<file path="config.mk">
export PLATFORM = sky130hd
export DESIGN_NAME = decimal_scaled_reciprocal_unit
export DESIGN_NICKNAME = d
export VERILOG_FILES = /design/src/drp_pkg.sv /design/src/decimal_scaled_reciprocal_unit.sv /design/src/drp_mulcmp.sv
export SDC_FILE = /design/constraint.sdc
export NUM_CORES = 2
export LEC_CHECK = 0
export ABC_CLOCK_PERIOD_IN_PS = 12200
export BUFFER_PORTS_ARGS = -buffer_cell sky130_fd_sc_hd__clkbuf_2
export CAP_MARGIN = 20
export CORE_UTILIZATION = 55
export DETAILED_ROUTE_END_ITERATION = 8
export HOLD_SLACK_MARGIN = 0.05
export PLACE_DENSITY = 0.71
export SETUP_SLACK_MARGIN = 0.02
export SYNTH_ARGS = -nofsm -noshare
export SYNTH_HDL_FRONTEND = slang
export SYNTH_SLANG_ARGS = --single-unit
</file>
<file path="constraint.sdc">
create_clock -name clk -period 12.2 [get_ports clk]
set_input_delay 2.44 -clock clk [delete_from_list [all_inputs] [get_ports clk]]
set_output_delay 2.44 -clock clk [all_outputs]
set_load 0.01 [all_outputs]
</file>
<file path="src/drp_pkg.sv">
// shared constants, types and the power-of-ten table for the decimal
// scaled reciprocal unit; no dependencies
package drp_pkg;

	localparam int unsigned MAX_DIGITS = 9;
	localparam int unsigned DIV_W      = 32;
	localparam int unsigned VAL_W      = 30;
	localparam int unsigned PREC_W     = 4;
	localparam int unsigned PROD_W     = DIV_W + VAL_W;
	localparam int unsigned CNT_W      = 4;

	localparam logic [PREC_W-1:0] PREC_RESET = PREC_W'(4);
	localparam logic [PREC_W-1:0] PREC_MAX   = PREC_W'(MAX_DIGITS);
	// last trial index within one digit (ten trials at most)
	localparam logic [CNT_W-1:0]  K_LAST     = CNT_W'(9);

	typedef enum logic [1:0] {
		ST_IDLE,
		ST_MUL,
		ST_CMP,
		ST_DONE
	} state_t;

	// ten to the power e, for e up to MAX_DIGITS
	function automatic logic [VAL_W-1:0] pow_ten(input logic [PREC_W-1:0] e);
		logic [VAL_W-1:0] v;
		case (e)
			4'd0:    v = VAL_W'(1);
			4'd1:    v = VAL_W'(10);
			4'd2:    v = VAL_W'(100);
			4'd3:    v = VAL_W'(1000);
			4'd4:    v = VAL_W'(10000);
			4'd5:    v = VAL_W'(100000);
			4'd6:    v = VAL_W'(1000000);
			4'd7:    v = VAL_W'(10000000);
			4'd8:    v = VAL_W'(100000000);
			4'd9:    v = VAL_W'(1000000000);
			default: v = VAL_W'(1);
		endcase
		return v;
	endfunction

endpackage

</file>
<file path="src/decimal_scaled_reciprocal_unit.sv">
// top level of the decimal scaled reciprocal unit: sequencer, trial value
// registers and output register; depends on drp_pkg and drp_mulcmp
//
// channel   dir  handshake            payload
// in        in   in_valid/in_ready    divisor[31:0]
// out       out  out_valid/out_ready  reciprocal[29:0]
// cfg       in   cfg_we               cfg_wdata[3:0] (precision digits)
//
// one item at a time: ST_IDLE accepts it, then ST_MUL (multiply) and ST_CMP
// (compare) run once per trial on the shared multiplier, then ST_DONE loads
// the output register. each digit runs trials until its first failing one,
// capped at ten, so an item with precision p has between p and 10*p trials;
// at zero precision there are no trials and it goes straight to ST_DONE.
// reset clears the sequencer, output valid and sets precision to 4.
// a beat waiting on out does not block accepting the next input beat, but
// that item then holds in its final cycle until the waiting beat is taken.
module decimal_scaled_reciprocal_unit (
	input  logic                         clk,
	input  logic                         arst_n,
	input  logic                         cfg_we,
	input  logic [drp_pkg::PREC_W-1:0]   cfg_wdata,
	input  logic                         in_valid,
	output logic                         in_ready,
	input  logic [drp_pkg::DIV_W-1:0]    divisor,
	output logic                         out_valid,
	input  logic                         out_ready,
	output logic [drp_pkg::VAL_W-1:0]    reciprocal
);

	drp_pkg::state_t state_q, state_d;

	logic [drp_pkg::PREC_W-1:0] prec_q;
	logic [drp_pkg::PREC_W-1:0] p_sat;
	logic [drp_pkg::DIV_W-1:0]  x_q;
	logic [drp_pkg::VAL_W-1:0]  bound_q;
	logic [drp_pkg::VAL_W-1:0]  y_q;
	logic [drp_pkg::VAL_W-1:0]  trial_q;
	logic                       borrow_q;
	logic [drp_pkg::PREC_W-1:0] e_q;
	logic [drp_pkg::CNT_W-1:0]  k_q;
	logic                       out_valid_q;
	logic [drp_pkg::VAL_W-1:0]  reciprocal_q;

	logic                       accept;
	logic                       mul_en;
	logic                       cmp_en;
	logic                       finish;
	logic                       below;
	logic                       fail;
	logic                       digit_end;
	logic [drp_pkg::VAL_W-1:0]  y_new;
	logic [drp_pkg::VAL_W-1:0]  step_sel;
	logic [drp_pkg::VAL_W:0]    sub;
	logic [drp_pkg::VAL_W:0]    sub_init;

	// precision register
	always_ff @(posedge clk or negedge arst_n) begin
		if (!arst_n) begin
			prec_q <= drp_pkg::PREC_RESET;
		end else if (cfg_we) begin
			prec_q <= cfg_wdata;
		end
	end

	assign p_sat = (prec_q > drp_pkg::PREC_MAX) ? drp_pkg::PREC_MAX : prec_q;

	// shared multiply-compare unit
	drp_mulcmp u_mulcmp (
		.clk     (clk),
		.en      (mul_en),
		.trial   (trial_q),
		.divisor (x_q),
		.bound   (bound_q),
		.below   (below)
	);

	// trial outcome and next trial value
	assign fail      = borrow_q || below;
	assign digit_end = fail || (k_q == drp_pkg::K_LAST);
	assign y_new     = fail ? y_q : trial_q;
	assign step_sel  = digit_end ? drp_pkg::pow_ten(e_q - drp_pkg::PREC_W'(1))
	                             : drp_pkg::pow_ten(e_q);
	assign sub       = {1'b0, y_new} - {1'b0, step_sel};
	assign sub_init  = {1'b0, drp_pkg::pow_ten(p_sat)}
	                 - {1'b0, drp_pkg::pow_ten(p_sat - drp_pkg::PREC_W'(1))};

	// sequencer next state
	always_comb begin
		state_d = state_q;
		unique case (state_q)
			drp_pkg::ST_IDLE: begin
				if (in_valid) begin
					state_d = (p_sat == '0) ? drp_pkg::ST_DONE : drp_pkg::ST_MUL;
				end
			end
			drp_pkg::ST_MUL: state_d = drp_pkg::ST_CMP;
			drp_pkg::ST_CMP: begin
				state_d = (digit_end && (e_q == '0)) ? drp_pkg::ST_DONE : drp_pkg::ST_MUL;
			end
			drp_pkg::ST_DONE: begin
				if (!out_valid_q || out_ready) begin
					state_d = drp_pkg::ST_IDLE;
				end
			end
			default: state_d = drp_pkg::ST_IDLE;
		endcase
	end

	// sequencer outputs
	always_comb begin
		in_ready = (state_q == drp_pkg::ST_IDLE);
		mul_en   = (state_q == drp_pkg::ST_MUL);
		cmp_en   = (state_q == drp_pkg::ST_CMP);
		finish   = (state_q == drp_pkg::ST_DONE) && (!out_valid_q || out_ready);
	end

	assign accept = in_valid && in_ready;

	always_ff @(posedge clk or negedge arst_n) begin
		if (!arst_n) begin
			state_q <= drp_pkg::ST_IDLE;
		end else begin
			state_q <= state_d;
		end
	end

	// digit and trial counters
	always_ff @(posedge clk or negedge arst_n) begin
		if (!arst_n) begin
			e_q <= '0;
			k_q <= '0;
		end else if (accept) begin
			e_q <= p_sat - drp_pkg::PREC_W'(1);
			k_q <= '0;
		end else if (cmp_en) begin
			if (digit_end) begin
				e_q <= e_q - drp_pkg::PREC_W'(1);
				k_q <= '0;
			end else begin
				k_q <= k_q + drp_pkg::CNT_W'(1);
			end
		end
	end

	// trial datapath
	always_ff @(posedge clk) begin
		if (accept) begin
			x_q      <= divisor;
			bound_q  <= drp_pkg::pow_ten(p_sat);
			y_q      <= drp_pkg::pow_ten(p_sat);
			trial_q  <= sub_init[drp_pkg::VAL_W-1:0];
			borrow_q <= 1'b0;
		end else if (cmp_en) begin
			y_q      <= y_new;
			trial_q  <= sub[drp_pkg::VAL_W-1:0];
			borrow_q <= sub[drp_pkg::VAL_W];
		end
	end

	// output register
	always_ff @(posedge clk or negedge arst_n) begin
		if (!arst_n) begin
			out_valid_q <= 1'b0;
		end else if (finish) begin
			out_valid_q <= 1'b1;
		end else if (out_ready) begin
			out_valid_q <= 1'b0;
		end
	end

	always_ff @(posedge clk) begin
		if (finish) begin
			reciprocal_q <= y_q - drp_pkg::VAL_W'(1);
		end
	end

	assign out_valid  = out_valid_q;
	assign reciprocal = reciprocal_q;

	// an accepted beat starts trials, or finishes at once for zero precision
	a_start: assert property (@(posedge clk) disable iff (!arst_n)
		accept |=> (state_q == drp_pkg::ST_MUL) || (state_q == drp_pkg::ST_DONE))
		else $error("sequencer did not start after accept");

	// the kept trial value never drops to zero in the compare and done states
	a_y_nonzero: assert property (@(posedge clk) disable iff (!arst_n)
		(state_q == drp_pkg::ST_CMP) || (state_q == drp_pkg::ST_DONE) |-> y_q != '0)
		else $error("trial value reached zero");

	// at most ten trials per digit
	a_k_range: assert property (@(posedge clk) disable iff (!arst_n)
		(state_q == drp_pkg::ST_CMP) |-> k_q <= drp_pkg::K_LAST)
		else $error("trial counter out of range");

	// a finished result never exceeds nine nines
	a_out_range: assert property (@(posedge clk) disable iff (!arst_n)
		out_valid_q |-> reciprocal_q <= drp_pkg::VAL_W'(999999999))
		else $error("reciprocal out of range");

endmodule

</file>
<file path="src/drp_mulcmp.sv">
// shared multiply-compare unit: registered exact product of trial and divisor,
// compared against the scale bound; depends on drp_pkg
module drp_mulcmp (
	input  logic                        clk,
	input  logic                        en,
	input  logic [drp_pkg::VAL_W-1:0]   trial,
	input  logic [drp_pkg::DIV_W-1:0]   divisor,
	input  logic [drp_pkg::VAL_W-1:0]   bound,
	output logic                        below
);

	logic [drp_pkg::PROD_W-1:0] prod;
	logic [drp_pkg::PROD_W-1:0] product_q;

	// exact wide product, no wrap
	assign prod = drp_pkg::PROD_W'(trial) * drp_pkg::PROD_W'(divisor);

	always_ff @(posedge clk) begin
		if (en) begin
			product_q <= prod;
		end
	end

	// product falls short of ten to the precision
	assign below = product_q < drp_pkg::PROD_W'(bound);

endmodule
</file>
==> flow_summary.yaml <==
run_status:
  status: "finished clean"
drt:
  vias: 32123
  drt-met1-wl_mm: 49.3
  top_layer_used: "met4"
  ant_nets: 0
  route.met3.wl_mm: 7.61
  avgViaCountPerCell: 5.59
  dr.pass1.iters: 6
  wl_per_cell_um: 19.7
  drc: 0
  drtIter0Drc: 2319
  wirelength_mm: 113
  route.met2.wl_mm: 53.8
grt:
  antenna_found_initial: 2
  grt_overflow: 0
  grt_usage_pct: 28.8
  grt_pass1_wl_mm: 187
  grt_pass1_vias: 33969
  grt_max_degree: 67
yosys:
  postSynthNetCount: 5957
  yosys.area.top_type: "fa_1"
  ys_seq_area_share_pct: 14.8
  synth_top_cell_area_share_pct: 37.5
  synth-seq-cells: 223
  synth_area_um2: 44700
  synth.distinct_cells: 85
  synthTopCellsByArea: "fa_1 38%, edfxtp_1 14%, ha_1 9.9%, and2_1 8.0%, inv_1 7.8%"
  syn_area_per_cell_um2: 9.46
  yosysWarningCount: 0
  synth_flop_cell: "edfxtp_1"
  synthCells: 4725
  synth_edf_count: 207
  async_flop_share_pct: 6.73
floorplan:
  io_pins: 73
  rows: 104
  core_um2: 80400
  die_h_um: 287
  initial_utilization_pct: 55.6
  fp.dieW_um: 287
  die_area_um2: 82400
cells_and_area:
  final_nets: 5887
  final_common_cell: "inv_1"
  drive_gt1_share_pct: 6.18
  area_delta_synth_final_pct: 5.43
  layout_common_cells: "929 x inv_1, 838 x fa_1, 568 x and2_1, 551 x nand2_1, 353 x ha_1"
clock_network:
  ctsResizeCount: 0
  cts_tree: "yes"
  clk_latency_ns: 0.65
  postCtsHoldBufs: 0
  cts_buffers: 30
  clkTransAtPathRegs_ns: 0.06
  ctsRootBufferMaster: "clkbuf_16"
  clockBufferDepth: 3
  clock-sinks: 223
  cts_max_level: 1
  post_cts_buffers: 0
sta:
  tns_ns: 0
  period_minus_slack_ns: 8.58
  setup_viol: 0
  maxSlewHeadroom_pct: 25.0
  rsz0062_at_grt: "no"
  fin_crit_sh_pct: 70.3
  max_freq_ghz: 0.117
  fin_skew_ns: 0.0777
  worst_pin_slew_ns: 1.13
  hold_violations: 0
  drv_slew: 0
critical_path:
  end_kind: "register"
  arrival_ns: 8.89
  worst_ep_required_time_ns: 12.51
  critPathLaunchType: "register"
  cp_max_fo: 21
  setup.worst_path.class: "reg -> reg"
job:
  drv_cap: 0
placement:
  dp_hpwl_mm: 88.0
  port_buffers: 72
  place.gp.congestion: 0.938
hold_path:
  hold_class: "reg -> reg"
==> area by class of cell <==
cell class	count	area, um^2
clock buffers	33	762
repair buffers	143	953
clock inverters	22	278
inverters	931	3500
multi-input cells	3326	33700
fillers	6928	33300
flip-flops and latches	223	6610
well taps	1060	1330
diodes	7	17.5
==> routing by layer <==
layer / global-route usage (%) / vias up
met5: 0 / -
met4: 5.84 / 0
li1: - / 14460
met3: 4.41 / 135
met1: 40.4 / 16552
met2: 47.6 / 976
==> stage by stage <==
step / utilization, % / instances / worst slack [ns] / area, um^2 / hold WS [ns]
2_1_floorplan: - / 4725 / 4.83 / 44700 / 0.452
3_3_place_gp: 57.2 / 5680 / 3.66 / 46000 / 0.536
3_5_place_dp: 57.2 / 5680 / 3.62 / 46000 / 0.543
4_1_cts: 58.5 / 5735 / 3.45 / 47000 / 0.559
5_1_grt: 58.6 / 5739 / 3.28 / 47100 / 0.593
6_report: 58.6 / 5745 / 3.62 / 47100 / 0.552
==> logic make-up (layout without fill, tap and decap cells) <==
kind of cell	count (synthesis)	after routing	share of synthesized area, %
AOI/OAI and AO/OA	518	518	7.50
xor gates and xnor gates	128	128	2.51
adders and majority gates	1191	1191	47.4
buffers and inverters	1176	1129	9.90
DFF	223	223	14.8
muxes	64	64	1.58
other	0	7	0
and+or+nand+nor	1425	1425	16.3
==> critical path: stages, from the launching register on <==
cell,delay [ns]
edfxtp_1,0.91
buf_4,0.33
nand2_1,0.09
fa_1,0.52
inv_1,0.05
fa_1,0.50
inv_1,0.05
fa_1,0.48
inv_1,0.05
fa_1,0.50
inv_1,0.06
fa_1,0.58
inv_1,0.07
fa_1,0.45
fa_1,0.52
inv_1,0.06
fa_1,0.49
inv_1,0.04
ha_1,0.39
a21o_1,0.22
a21boi_0,0.24
nor2_1,0.07
a2111o_1,0.37
a31oi_1,0.43
o41ai_2,0.22
a21oi_2,0.29
o41ai_1,0.14
xor2_1,0.16
==> Yosys cell counts (9+ instances only) <==
cell	n
a211oi_1	17
a21o_1	80
a21oi_1	148
a31oi_1	25
and2_1	568
and3_1	11
clkbuf_1	232
dfrtp_1	14
edfxtp_1	207
fa_1	838
ha_1	353
inv_1	930
mux2_2	51
mux2i_1	13
nand2_1	552
nand2b_1	18
nand3_1	39
nand4_1	22
nor2_1	101
nor2b_1	19
nor3_1	38
nor4_1	9
o211ai_1	11
o21a_1	19
o21ai_0	98
o21ba_2	11
o21bai_1	24
o22ai_1	9
or3_1	11
xnor2_1	70
xor2_1	58
==> worst paths after layout <==
| kind | depth (start not counted) | endpoint | startpoint | slack [ns] |
|---|---|---|---|---|
| max | 27 | u_mulcmp.product_q[59]$_DFFE_PP_ | trial_q[13]$_DFFE_PP_ | 3.62 |
| min | 2 | out_valid$_DFFE_PN0P_ | out_valid$_DFFE_PN0P_ | 0.55 |
| max reg2reg | 27 | u_mulcmp.product_q[59]$_DFFE_PP_ | trial_q[13]$_DFFE_PP_ | 3.62 |
| min reg2reg | 2 | out_valid$_DFFE_PN0P_ | out_valid$_DFFE_PN0P_ | 0.55 |
| max in group asynchronous | 1 | prec_q[2]$_DFFE_PN1P_ | arst_n | 10.18 |
| min in group asynchronous | 1 | prec_q[1]$_DFFE_PN0P_ | arst_n | 1.71 |
==> state kept, by name, summed over array words and instances, names as in the netlist <==
| register | flops |
|---|---|
| borrow_q | 1 |
| bound_q | 23 |
| e_q | 4 |
| k_q | 4 |
| out_valid | 1 |
| prec_q | 4 |
| reciprocal | 30 |
| state_q | 2 |
| trial_q | 30 |
| u_mulcmp.product_q | 62 |
| x_q | 32 |
| y_q | 30 |
Power is not shown: default switching activity piles up to over one toggle a cycle in this logic, so the estimate is an artifact.
